<file path="src/hw/rtl/mfq_pkg.sv">
package mfq_pkg;

  localparam int MAX_LEVELS_DEF = 8;
  localparam int MAX_PROCS_DEF  = 16;

  localparam int PID_W     = 8;
  localparam int LEVEL_W   = 4;
  localparam int NUMLVL_W  = 4;
  localparam int PERIOD_W  = 16;
  localparam int CFG_IDX_W = 1;
  localparam int CFG_DATA_W = 16;
  localparam int IN_TDATA_W  = 16;
  localparam int OUT_TDATA_W = 16;
  localparam int OUT_TUSER_W = 3;

  localparam logic [NUMLVL_W-1:0] NUM_LEVELS_RST   = 4'd4;
  localparam logic [PERIOD_W-1:0] BOOST_PERIOD_RST = 16'd8;

  localparam logic [CFG_IDX_W-1:0] CFG_NUM_LEVELS   = 1'd0;
  localparam logic [CFG_IDX_W-1:0] CFG_BOOST_PERIOD = 1'd1;

  localparam logic FUNC_ADMIT = 1'b0;
  localparam logic FUNC_SLICE = 1'b1;

  typedef enum logic [1:0] {
    OUT_YIELD   = 2'd0,
    OUT_FULL    = 2'd1,
    OUT_FINISH  = 2'd2,
    OUT_INVALID = 2'd3
  } outcome_t;

  typedef enum logic [2:0] {
    KIND_YIELD = 3'd0,
    KIND_FULL  = 3'd1,
    KIND_EXIT  = 3'd2,
    KIND_BOOST = 3'd3,
    KIND_ADMIT = 3'd4,
    KIND_ERROR = 3'd5
  } kind_t;

  typedef enum logic [2:0] {
    ST_IDLE,
    ST_DECIDE,
    ST_READ,
    ST_BREAD,
    ST_BMOVE
  } state_t;

  // Pointer and occupancy updates for one cycle.
  typedef struct packed {
    logic               pop;
    logic [LEVEL_W-1:0] pop_lv;
    logic               push;
    logic [LEVEL_W-1:0] push_lv;
    logic               tot_inc;
    logic               tot_dec;
  } qtab_upd_t;

endpackage

</file>
<file path="src/hw/rtl/multilevel_feedback_queue_scheduler_unit.sv">
// Channel  | Direction | Transfer on            | Payload
// ---------+-----------+------------------------+------------------------------------------
// in_      | input     | in_tvalid & in_tready  | tuser: func; tdata: proc_id, outcome
// out_     | output    | out_tvalid & out_tready| tuser: kind; tdata: proc_id, level; tlast
// cfg_     | input     | cfg_we                 | cfg_index selects register, cfg_wdata
//
// An admit goes from the decide step back to idle; a slice goes on to the read step,
// unless no level in use holds a process. Each boost move is a read state then a write
// state, set by the read-then-write of the single queue RAM.
// Reset (rst_n, synchronous) clears pointers, occupancies and the slice counter; the
// queue RAM is not cleared, as only entries the pointers mark as occupied are read.
// A result waits in the output register while out_tready is low; the decide, read and
// boost-move steps each wait until that register is free.
module multilevel_feedback_queue_scheduler_unit #(
  parameter int MAX_LEVELS = mfq_pkg::MAX_LEVELS_DEF,
  parameter int MAX_PROCS  = mfq_pkg::MAX_PROCS_DEF
) (
  input  logic                                clk,
  input  logic                                rst_n,
  input  logic                                in_tvalid,
  output logic                                in_tready,
  input  logic [mfq_pkg::IN_TDATA_W-1:0]      in_tdata,   // proc_id[7:0], outcome[9:8]
  input  logic [0:0]                          in_tuser,   // func[0]
  output logic                                out_tvalid,
  input  logic                                out_tready,
  output logic [mfq_pkg::OUT_TDATA_W-1:0]     out_tdata,  // proc_id[7:0], level[11:8]
  output logic [mfq_pkg::OUT_TUSER_W-1:0]     out_tuser,  // kind[2:0]
  output logic                                out_tlast,
  input  logic                                cfg_we,
  input  logic [mfq_pkg::CFG_IDX_W-1:0]       cfg_index,
  input  logic [mfq_pkg::CFG_DATA_W-1:0]      cfg_wdata
);

  localparam int LVW = (MAX_LEVELS > 1) ? $clog2(MAX_LEVELS) : 1;
  localparam int SW  = $clog2(MAX_PROCS);
  localparam int AW  = LVW + SW;
  localparam int LW  = mfq_pkg::LEVEL_W;
  localparam int PW  = mfq_pkg::PID_W;

  // Configuration registers.
  logic [mfq_pkg::NUMLVL_W-1:0] num_levels_r;
  logic [mfq_pkg::PERIOD_W-1:0] boost_period_r;

  always_ff @(posedge clk) begin
    if (!rst_n) begin
      num_levels_r   <= mfq_pkg::NUM_LEVELS_RST;
      boost_period_r <= mfq_pkg::BOOST_PERIOD_RST;
    end else if (cfg_we) begin
      case (cfg_index)
        mfq_pkg::CFG_NUM_LEVELS:   num_levels_r   <= cfg_wdata[mfq_pkg::NUMLVL_W-1:0];
        mfq_pkg::CFG_BOOST_PERIOD: boost_period_r <= cfg_wdata[mfq_pkg::PERIOD_W-1:0];
        default: ;
      endcase
    end
  end

  // Sequencer and item registers.
  mfq_pkg::state_t   state_r, state_nxt;
  logic              func_r;
  logic [PW-1:0]     pid_r;
  mfq_pkg::outcome_t outcome_r;
  logic [LW-1:0]     lv_r;
  logic [mfq_pkg::PERIOD_W-1:0] cnt_r;

  // Output register.
  logic              out_tvalid_r;
  mfq_pkg::kind_t    out_kind_r, out_kind_nxt;
  logic [PW-1:0]     out_pid_r, out_pid_nxt;
  logic [LW-1:0]     out_level_r, out_level_nxt;
  logic              out_last_r, out_last_nxt;
  logic              emit;
  logic              out_free;

  // Queue table and RAM.
  mfq_pkg::qtab_upd_t upd;
  logic [LW-1:0]      hd_lv, tl_lv;
  logic [SW-1:0]      head_slot, tail_slot;
  logic [MAX_LEVELS-1:0] nonempty, nonempty_nxt;
  logic               full;
  logic               ram_we, ram_re;
  logic [AW-1:0]      ram_waddr, ram_raddr;
  logic [PW-1:0]      ram_wdata, ram_rdata;

  // Decision logic.
  logic [LW-1:0]      nl, top_lv, slice_lv, bsrc_lv, dst_lv;
  logic               slice_found, lower_any_nxt, boost_hit;
  logic [mfq_pkg::PERIOD_W-1:0] cnt_inc;
  logic               lv_ld, cnt_ld;

  assign out_free = !out_tvalid_r || out_tready;

  always_comb begin
    nl = num_levels_r;
    if (num_levels_r == '0) begin
      nl = LW'(1);
    end else if (32'(num_levels_r) > MAX_LEVELS) begin
      nl = LW'(MAX_LEVELS);
    end
    top_lv = nl - LW'(1);
    slice_found   = 1'b0;
    slice_lv      = '0;
    bsrc_lv       = '0;
    lower_any_nxt = 1'b0;
    // Later hits override earlier ones, so each search ends on the highest level.
    for (int i = 0; i < MAX_LEVELS; i++) begin
      if (nonempty[i] && (LW'(i) < nl)) begin
        slice_found = 1'b1;
        slice_lv    = LW'(i);
      end
      if (nonempty[i] && (LW'(i) < top_lv)) begin
        bsrc_lv = LW'(i);
      end
      if (nonempty_nxt[i] && (LW'(i) < top_lv)) begin
        lower_any_nxt = 1'b1;
      end
    end
    case (outcome_r)
      mfq_pkg::OUT_FULL: dst_lv = (lv_r != '0) ? lv_r - LW'(1) : '0;
      default:           dst_lv = lv_r;
    endcase
    cnt_inc   = cnt_r + 1'b1;
    boost_hit = (cnt_inc == boost_period_r);
  end

  // Next state.
  always_comb begin
    state_nxt = state_r;
    case (state_r)
      mfq_pkg::ST_IDLE: begin
        if (in_tvalid) begin
          state_nxt = mfq_pkg::ST_DECIDE;
        end
      end
      mfq_pkg::ST_DECIDE: begin
        if (out_free) begin
          if (func_r == mfq_pkg::FUNC_ADMIT || !slice_found) begin
            state_nxt = mfq_pkg::ST_IDLE;
          end else begin
            state_nxt = mfq_pkg::ST_READ;
          end
        end
      end
      mfq_pkg::ST_READ: begin
        if (out_free) begin
          if (outcome_r != mfq_pkg::OUT_INVALID && boost_hit && lower_any_nxt) begin
            state_nxt = mfq_pkg::ST_BREAD;
          end else begin
            state_nxt = mfq_pkg::ST_IDLE;
          end
        end
      end
      mfq_pkg::ST_BREAD: begin
        state_nxt = mfq_pkg::ST_BMOVE;
      end
      mfq_pkg::ST_BMOVE: begin
        if (out_free) begin
          state_nxt = lower_any_nxt ? mfq_pkg::ST_BREAD : mfq_pkg::ST_IDLE;
        end
      end
      default: state_nxt = mfq_pkg::ST_IDLE;
    endcase
  end

  // State outputs. Reads and writes of the RAM never fall in the same cycle, and a
  // write always lands in the RAM before any read of the same entry.
  always_comb begin
    in_tready     = 1'b0;
    upd           = '0;
    hd_lv         = '0;
    tl_lv         = '0;
    ram_we        = 1'b0;
    ram_waddr     = '0;
    ram_wdata     = '0;
    ram_re        = 1'b0;
    ram_raddr     = '0;
    emit          = 1'b0;
    out_kind_nxt  = mfq_pkg::KIND_ERROR;
    out_pid_nxt   = '0;
    out_level_nxt = '0;
    out_last_nxt  = 1'b1;
    lv_ld         = 1'b0;
    cnt_ld        = 1'b0;
    case (state_r)
      mfq_pkg::ST_IDLE: begin
        in_tready = 1'b1;
      end
      mfq_pkg::ST_DECIDE: begin
        hd_lv = slice_lv;
        tl_lv = top_lv;
        if (out_free) begin
          if (func_r == mfq_pkg::FUNC_ADMIT) begin
            emit        = 1'b1;
            out_pid_nxt = pid_r;
            if (!full) begin
              ram_we        = 1'b1;
              ram_waddr     = {top_lv[LVW-1:0], tail_slot};
              ram_wdata     = pid_r;
              upd.push      = 1'b1;
              upd.push_lv   = top_lv;
              upd.tot_inc   = 1'b1;
              out_kind_nxt  = mfq_pkg::KIND_ADMIT;
              out_level_nxt = nl;
            end
          end else if (!slice_found) begin
            emit = 1'b1;
          end else begin
            ram_re    = 1'b1;
            ram_raddr = {slice_lv[LVW-1:0], head_slot};
            lv_ld     = 1'b1;
          end
        end
      end
      mfq_pkg::ST_READ: begin
        hd_lv = lv_r;
        tl_lv = dst_lv;
        if (out_free) begin
          emit        = 1'b1;
          out_pid_nxt = ram_rdata;
          if (outcome_r != mfq_pkg::OUT_INVALID) begin
            upd.pop    = 1'b1;
            upd.pop_lv = lv_r;
            cnt_ld     = 1'b1;
            if (outcome_r == mfq_pkg::OUT_FINISH) begin
              upd.tot_dec  = 1'b1;
              out_kind_nxt = mfq_pkg::KIND_EXIT;
            end else begin
              ram_we        = 1'b1;
              ram_waddr     = {dst_lv[LVW-1:0], tail_slot};
              ram_wdata     = ram_rdata;
              upd.push      = 1'b1;
              upd.push_lv   = dst_lv;
              out_level_nxt = dst_lv + LW'(1);
              out_kind_nxt  = (outcome_r == mfq_pkg::OUT_YIELD) ? mfq_pkg::KIND_YIELD
                                                                 : mfq_pkg::KIND_FULL;
            end
            out_last_nxt = !(boost_hit && lower_any_nxt);
          end
        end
      end
      mfq_pkg::ST_BREAD: begin
        hd_lv      = bsrc_lv;
        ram_re     = 1'b1;
        ram_raddr  = {bsrc_lv[LVW-1:0], head_slot};
        upd.pop    = 1'b1;
        upd.pop_lv = bsrc_lv;
      end
      mfq_pkg::ST_BMOVE: begin
        tl_lv = top_lv;
        if (out_free) begin
          ram_we        = 1'b1;
          ram_waddr     = {top_lv[LVW-1:0], tail_slot};
          ram_wdata     = ram_rdata;
          upd.push      = 1'b1;
          upd.push_lv   = top_lv;
          emit          = 1'b1;
          out_kind_nxt  = mfq_pkg::KIND_BOOST;
          out_pid_nxt   = ram_rdata;
          out_level_nxt = nl;
          out_last_nxt  = !lower_any_nxt;
        end
      end
      default: ;
    endcase
  end

  always_ff @(posedge clk) begin
    if (!rst_n) begin
      state_r      <= mfq_pkg::ST_IDLE;
      cnt_r        <= '0;
      out_tvalid_r <= 1'b0;
    end else begin
      state_r <= state_nxt;
      if (cnt_ld) begin
        cnt_r <= boost_hit ? '0 : cnt_inc;
      end
      if (emit) begin
        out_tvalid_r <= 1'b1;
      end else if (out_tready) begin
        out_tvalid_r <= 1'b0;
      end
    end
  end

  always_ff @(posedge clk) begin
    if (in_tready && in_tvalid) begin
      func_r    <= in_tuser[0];
      pid_r     <= in_tdata[PW-1:0];
      outcome_r <= mfq_pkg::outcome_t'(in_tdata[PW+1:PW]);
    end
    if (lv_ld) begin
      lv_r <= slice_lv;
    end
    if (emit) begin
      out_kind_r  <= out_kind_nxt;
      out_pid_r   <= out_pid_nxt;
      out_level_r <= out_level_nxt;
      out_last_r  <= out_last_nxt;
    end
  end

  assign out_tvalid = out_tvalid_r;
  assign out_tdata  = {(mfq_pkg::OUT_TDATA_W - PW - LW)'(0), out_level_r, out_pid_r};
  assign out_tuser  = out_kind_r;
  assign out_tlast  = out_last_r;

  mfq_qtab #(
    .MAX_LEVELS(MAX_LEVELS),
    .MAX_PROCS (MAX_PROCS)
  ) u_qtab (
    .clk         (clk),
    .rst_n       (rst_n),
    .upd         (upd),
    .hd_lv       (hd_lv),
    .tl_lv       (tl_lv),
    .head_slot   (head_slot),
    .tail_slot   (tail_slot),
    .nonempty    (nonempty),
    .nonempty_nxt(nonempty_nxt),
    .full        (full)
  );

  mfq_ram #(
    .WIDTH(PW),
    .DEPTH(1 << AW)
  ) u_ram (
    .clk  (clk),
    .we   (ram_we),
    .waddr(ram_waddr),
    .wdata(ram_wdata),
    .re   (ram_re),
    .raddr(ram_raddr),
    .rdata(ram_rdata)
  );

endmodule

</file>
<file path="src/hw/rtl/mfq_ram.sv">
module mfq_ram #(
  parameter int WIDTH = 8,
  parameter int DEPTH = 128
) (
  input  logic                     clk,
  input  logic                     we,
  input  logic [$clog2(DEPTH)-1:0] waddr,
  input  logic [WIDTH-1:0]         wdata,
  input  logic                     re,
  input  logic [$clog2(DEPTH)-1:0] raddr,
  output logic [WIDTH-1:0]         rdata
);

  logic [WIDTH-1:0] mem_r [DEPTH];
  logic [WIDTH-1:0] rdata_r;

  always_ff @(posedge clk) begin
    if (we) begin
      mem_r[waddr] <= wdata;
    end
    if (re) begin
      rdata_r <= mem_r[raddr];
    end
  end

  assign rdata = rdata_r;

endmodule

</file>
<file path="src/hw/rtl/mfq_qtab.sv">
module mfq_qtab #(
  parameter int MAX_LEVELS = mfq_pkg::MAX_LEVELS_DEF,
  parameter int MAX_PROCS  = mfq_pkg::MAX_PROCS_DEF
) (
  input  logic                          clk,
  input  logic                          rst_n,
  input  mfq_pkg::qtab_upd_t            upd,
  input  logic [mfq_pkg::LEVEL_W-1:0]   hd_lv,
  input  logic [mfq_pkg::LEVEL_W-1:0]   tl_lv,
  output logic [$clog2(MAX_PROCS)-1:0]  head_slot,
  output logic [$clog2(MAX_PROCS)-1:0]  tail_slot,
  output logic [MAX_LEVELS-1:0]         nonempty,
  output logic [MAX_LEVELS-1:0]         nonempty_nxt,
  output logic                          full
);

  localparam int LVW = (MAX_LEVELS > 1) ? $clog2(MAX_LEVELS) : 1;
  localparam int SW  = $clog2(MAX_PROCS);
  localparam int OW  = $clog2(MAX_PROCS + 1);

  logic [SW-1:0] head_r   [MAX_LEVELS];
  logic [SW-1:0] head_nxt [MAX_LEVELS];
  logic [SW-1:0] tail_r   [MAX_LEVELS];
  logic [SW-1:0] tail_nxt [MAX_LEVELS];
  logic [OW-1:0] occ_r    [MAX_LEVELS];
  logic [OW-1:0] occ_nxt  [MAX_LEVELS];
  logic [OW-1:0] total_r;
  logic [OW-1:0] total_nxt;

  function automatic logic [SW-1:0] ptr_inc(input logic [SW-1:0] p);
    ptr_inc = (p == SW'(MAX_PROCS - 1)) ? '0 : p + 1'b1;
  endfunction

  always_comb begin
    logic pop_hit;
    logic push_hit;
    for (int i = 0; i < MAX_LEVELS; i++) begin
      pop_hit  = upd.pop  && (upd.pop_lv  == mfq_pkg::LEVEL_W'(i));
      push_hit = upd.push && (upd.push_lv == mfq_pkg::LEVEL_W'(i));
      head_nxt[i] = pop_hit  ? ptr_inc(head_r[i]) : head_r[i];
      tail_nxt[i] = push_hit ? ptr_inc(tail_r[i]) : tail_r[i];
      occ_nxt[i]  = occ_r[i] + OW'(push_hit) - OW'(pop_hit);
      nonempty[i]     = (occ_r[i] != '0);
      nonempty_nxt[i] = (occ_nxt[i] != '0);
    end
    total_nxt = total_r + OW'(upd.tot_inc) - OW'(upd.tot_dec);
  end

  always_ff @(posedge clk) begin
    if (!rst_n) begin
      for (int i = 0; i < MAX_LEVELS; i++) begin
        head_r[i] <= '0;
        tail_r[i] <= '0;
        occ_r[i]  <= '0;
      end
      total_r <= '0;
    end else begin
      for (int i = 0; i < MAX_LEVELS; i++) begin
        head_r[i] <= head_nxt[i];
        tail_r[i] <= tail_nxt[i];
        occ_r[i]  <= occ_nxt[i];
      end
      total_r <= total_nxt;
    end
  end

  assign head_slot = head_r[hd_lv[LVW-1:0]];
  assign tail_slot = tail_r[tl_lv[LVW-1:0]];
  assign full      = (total_r == OW'(MAX_PROCS));

endmodule

</file>
<file path="config.mk">
export PLATFORM = sky130hd
export DESIGN_NAME = multilevel_feedback_queue_scheduler_unit
export DESIGN_NICKNAME = d
export VERILOG_FILES = /design/src/hw/rtl/mfq_pkg.sv /design/src/hw/rtl/multilevel_feedback_queue_scheduler_unit.sv /design/src/hw/rtl/mfq_ram.sv /design/src/hw/rtl/mfq_qtab.sv
export SDC_FILE = /design/constraint.sdc
export NUM_CORES = 2
export LEC_CHECK = 0
export ABC_AREA = 1
export BUFFER_PORTS_ARGS = -buffer_cell sky130_fd_sc_hd__buf_4
export CAP_MARGIN = 40
export CELL_PAD_IN_SITES_DETAIL_PLACEMENT = 0
export CELL_PAD_IN_SITES_GLOBAL_PLACEMENT = 1
export CORE_ASPECT_RATIO = 0.7
export CORE_MARGIN = 1.5
export CORE_UTILIZATION = 46
export CTS_CLUSTER_DIAMETER = 150
export DETAILED_ROUTE_END_ITERATION = 8
export PLACE_DENSITY = 0.86
export REMOVE_ABC_BUFFERS = 1
export SLEW_MARGIN = 40
export SYNTH_ARGS = -nofsm -noshare
export SYNTH_HDL_FRONTEND = slang
export SYNTH_HIERARCHICAL = 1
export SYNTH_SLANG_ARGS = --single-unit
</file>
<file path="constraint.sdc">
create_clock -name clk -period 8.1 [get_ports clk]
set_clock_uncertainty 0.15 [all_clocks]
set_input_delay 1.62 -clock clk [delete_from_list [all_inputs] [get_ports clk]]
set_output_delay 1.62 -clock clk [all_outputs]
set_load 0.005 [all_outputs]
</file>
# After elaboration in Yosys (flattened, before gate mapping)
# Memory sizes are Yosys's and may differ from the RTL's. A register that Yosys moved wholly into a read port is not among the register bits.
# Index checks and enable logic that the tools add are counted.
# classes
reduce_logical	77
bitwise_logic	26
div	0
addsub	38
n_mux	186
shifts	0
order_cmp	17
n_mul	0
n_eq_ne	43
# op_table
operator	n
two-way mux 4 bit	71
nonzero test 5 bit	16
two-way mux 8 bit	9
two-way mux 7 bit	10
adder 4 x 1 -> 4 bit (second input constant)	17
== test 4 bit (second input constant)	16
two-way mux 1 bit	54
two-way mux 5 bit	10
adder 5 x 1 -> 5 bit	9
subtractor 5 x 1 -> 5 bit	9
logical AND 1 bit	43
== test 4 x 3 -> 1 bit (second input constant)	8
less-than comparator 3 x 4 -> 1 bit (first input constant)	8
OR 1 bit	24
one-hot mux 8 bit (3 select lines)	1
two-way mux 3 bit	7
one-hot mux 7 bit (3 select lines)	1
two-way mux 10 bit	2
two-way mux 6 bit	3
one-hot mux 3 bit (3 select lines)	2
adder 16 x 1 -> 16 bit (second input constant)	1
== test 16 bit	1
== test 4 x 2 -> 1 bit (second input constant)	4
less-than comparator 1 x 4 -> 1 bit (first input constant)	4
other kinds (33)	57
# word_totals
mem_bits_rw	1128
romBits	0
mem_count	4
out_inout_bits	22
latchBits	0
register_bits	76
word_cells	405
# memory_table
memory	depth	width	read_ports	rd_clocked_by_memory_dff	wr	line_no	text
u_ram.mem_r	128	8	1	1	1	mfq_ram.sv:14	logic [WIDTH-1:0] mem_r [DEPTH];
u_qtab.occ_r	8	5	8	0	8	mfq_qtab.sv:25	logic [OW-1:0] occ_r [MAX_LEVELS];
u_qtab.head_r	8	4	9	0	8	mfq_qtab.sv:21	logic [SW-1:0] head_r [MAX_LEVELS];
u_qtab.tail_r	8	4	9	0	8	mfq_qtab.sv:23	logic [SW-1:0] tail_r [MAX_LEVELS];

# Depth between registers and ports, before layout
# logic_depth
depth_word	32
depth_mapped	39

# By module
# Netlist, hierarchy kept.
# modules_own_cells
module	area_per_inst_um2	seq_area_each_um2	instances	cells_per_inst
mfq_ram	42184.2	30989.7	1	3575
mfq_qtab	6967.9	2182.1	1	1045
multilevel_feedback_queue_scheduler_unit	4192.8	1701.6	1	606

# Worst setup path after synthesis
# OpenSTA, ideal clock, no wires.
# synth_path
kind	input-to-reg
startpoint	in out_tready
endpoint	mem u_ram.mem_r[0][1], data pin
stages	8
arrival_ns	7.337
required_ns	6.752
setup_ns	1.198
path_slack_ns	-0.585
cell_sequence	nor2_1 -> inv_1 -> nand2_1 -> nor2_1 -> inv_1 -> nor2_1 -> inv_2 -> o21ai_0
# synth_via
elab_chain_cells	3
elab_cells_between_ends	5
classes_between	4 x mux; 1 x reduce/logical
# synth_rtl
item	line_no	text
start, declared	multilevel_feedback_queue_scheduler_unit.sv:25	input logic out_tready,
logical OR 1 bit (*)	multilevel_feedback_queue_scheduler_unit.sv:90	assign out_free = !out_tvalid_r || out_tready;
two-way mux 8 bit, on equally long branches	multilevel_feedback_queue_scheduler_unit.sv:249, multilevel_feedback_queue_scheduler_unit.sv:190, multilevel_feedback_queue_scheduler_unit.sv:216	
one-hot mux 8 bit (3 select lines) (*)	multilevel_feedback_queue_scheduler_unit.sv:183	case (state_r)
via ram_wdata[1]	multilevel_feedback_queue_scheduler_unit.sv:82	logic [PW-1:0] ram_wdata, ram_rdata;
end, declared	mfq_ram.sv:14	
# Mark *: on every way through the listed nets, which the timed path passes. The rest lies on a longest branch.

==> impl_metrics.ini <==
[pwr]
report.power.total_mw = 12.95
power.density_cell_area_mw_per_mm2 = 219.3
power_frac_comb_pct = 5.2
vdd_ir_drop_max_mv = 0.1717
switching_share_pct = 22.32
cellLeakagePower_nw = 21.75
p_seq_share_pct = 53.4
power.net_switching_mw = 2.891
cellInternalPower_mw = 10.06
power.clock.fraction_pct = 41.4

[logic_synthesis]
ys.warnings.count = 6
synth.avg_cell_area_um2 = 10.21
syn_area_mm2 = 0.05333
synthCells = 5223

[floorplanning]
vertical_die_dimension_um = 287.9
floorplan.core_area_mm2 = 0.1149
pin_count = 61
initial_core_util_pct = 46.42
chipWidth_um = 410.0
std_cell_rows = 104
die_footprint_mm2 = 0.1180

[sta]
final-max-slew-violation-count = 0
setup_viol = 0
relSlewSlack_pct = 40.25
fin_tns_setup_ns = 0
worst_pin_slew_ns = 0.8930
timing.final.hold_violations = 0
post-route-period-util_pct = 84.71
layout_min_cycle_time_ns = 6.862
grt_setup_unrepaired = no
fmax_mhz = 145.7

[clocking]
ctsLongestPathBuffers = 3
cts.clk_slew.worst_paths_ns = 0.06
htree_num_levels = 3
post-cts-setup-buffer-count = 0
cts_tree = yes
clkLatencyLatePin_ns = 0.71
cts.sink_count = 1211
cts_resized = 0
cts_hold_buffers = 0
ctsRootBufferMaster = sky130_fd_sc_hd__clkbuf_16
tritoncts.num_buffers = 112

[setup_path]
cp_slowest_cell = sky130_fd_sc_hd__nor2_1
critPathTopFamily = simple AND/OR/NAND/NOR gates
crit_path_frequent_cell = sky130_fd_sc_hd__nand2_1
timing.critical_path.from_type = flip-flop
number_of_cell_instances_on_the_worst_register_to_register_path = 36
critical_path_depth = 36
critical_path.startpoint = num_levels_r[2]$_SDFFE_PN1P_
reg2reg_setup_slack_ns = 1.24
critPathArrivalTime_ns = 7.28
critical_path_class = flip-flop to flip-flop
cp.buffers_inverters = 6
required_ns = 8.52
timing.critical_path.to_type = flip-flop
biggest_fanout_along_the_worst_timing_path = 10
critical_path.reg2reg.startpoint = num_levels_r[2]$_SDFFE_PN1P_
timing.critical_path.slowest_cell_delay_ns = 0.63

[grt]
grt_max_degree = 145
grt_pass1_wl_um = 204600
grt_util_all_layers_pct = 22.48
via_count_of_the_first_global_routing_pass = 34530
grt_antenna_before_repair = 1
global_route.overflow_total = 0

[route]
post_drt_wl_per_cell_um = 19.63
detail_route.iter0.violations = 4514
drt_pre_antenna_iters = 5
drt_drc_violations_left = 0
detail-route-antenna-nets = 0
detailroute.via_count = 37780
routed_via_density = 5.508
drt_wl_total_um = 134600

[status]
run_status = completed

[finish]
final_util_pct = 51.40
fraction_of_final_layout_cells_sized_beyond_drive_strength_1_pct = 7.497
antenna-diode-count = 0
area_delta_synth_final_pct = 10.74
stdcell_area_mm2 = 0.05906
count_of_nets_after_finishing = 5352
layout.filler_cells = 10080

[job]
drv.max_cap_violation_count = 0

[placed_design]
placement.io_buffers = 50
place.detailed.hpwl_um = 80220
place.gp.congestion = 0.8818
post_dp_cell_area_mm2 = 0.05522

[hold_path]
hold-path-cell-count = 2
hp-start = boost_period_r[5]$_SDFFE_PN0P_
path_type_of_the_worst_min_delay_path = flip-flop to flip-flop
==> metal layers <==
metal	global-route usage (%)	share of wire (%)	vias up
met5	0	0.0082	-
met4	5.185	1.8	2
met3	4.978	10	190
met2	32.50	43	1581
met1	34.33	45	18100
li1	-	-	17910
==> stage by stage <==
| stage | hold WS, ns | cells | setup WS, ns |
|---|---|---|---|
| after floorplan | 0.2796 | 4964 | -20.20 |
| after global routing | 0.3369 | 6859 | 0.7258 |
| after global placement | 0.3044 | 6641 | 1.391 |
| final | 0.3238 | 6859 | 1.238 |
| after CTS | 0.3228 | 6854 | 1.273 |
| after detailed placement | 0.3127 | 6644 | 1.279 |
==> cell type report <==
cell class	count	area [um2]	area share [%]
Sequential cell	1211	34870	59.05
Clock inverter	83	820.8	1.390
Multi-Input combinational cell	3478	16170	27.39
Clock buffer	127	2902	4.913
Inverter	275	1064	1.801
Tap cell	1537	1923	3.256
Timing Repair Buffer	148	1300	2.201
==> power groups by stage <==
stage                     logic [mW]  registers [mW]  clock network [mW]
after floorplan                0.370            7.08                   0
after global placement         0.643            7.05                   0
after detailed placement       0.657            7.05                   0
after CTS                      0.658            6.92                5.44
after global routing           0.734            6.92                5.67
final                          0.670            6.92                5.36
==> registers in the layout, indices dropped and copies added (netlist names), 4 cells and up <==
signal / flops
boost_period_r: 16
cnt_r: 16
num_levels_r: 4
out_level_r: 4
out_pid_r: 8
pid_r: 8
u_qtab/head_r: 32
u_qtab/occ_r: 40
u_qtab/tail_r: 32
u_qtab/total_r: 5
u_ram/mem_r: 1024
u_ram/rdata: 8
==> tightest hold or removal path, stage by stage, from the launching register on <==
cell and delay [ns]:
sky130_fd_sc_hd__dfxtp_1 0.31, sky130_fd_sc_hd__inv_1 0.06, sky130_fd_sc_hd__a21oi_1 0.06
==> layout by cell type (no fill, tap or decap), types with 78 or more instances in the layout <==
cell / instances
sky130_fd_sc_hd__a21oi_1: 94
sky130_fd_sc_hd__buf_4: 125
sky130_fd_sc_hd__clkbuf_16: 114
sky130_fd_sc_hd__dfxtp_1: 149
sky130_fd_sc_hd__edfxtp_1: 1062
sky130_fd_sc_hd__ha_1: 78
sky130_fd_sc_hd__inv_1: 265
sky130_fd_sc_hd__nand2_1: 1629
sky130_fd_sc_hd__nand3_1: 1072
sky130_fd_sc_hd__nor2_1: 313
sky130_fd_sc_hd__o21ai_0: 95
==> worst paths after layout <==
path / to
worst max-delay path: state_r[0]$_SDFFE_PN0P_
worst min register to register: boost_period_r[5]$_SDFFE_PN0P_
worst min-delay path: boost_period_r[5]$_SDFFE_PN0P_
worst max register to register: state_r[0]$_SDFFE_PN0P_
(Power assumes the default switching activity.)
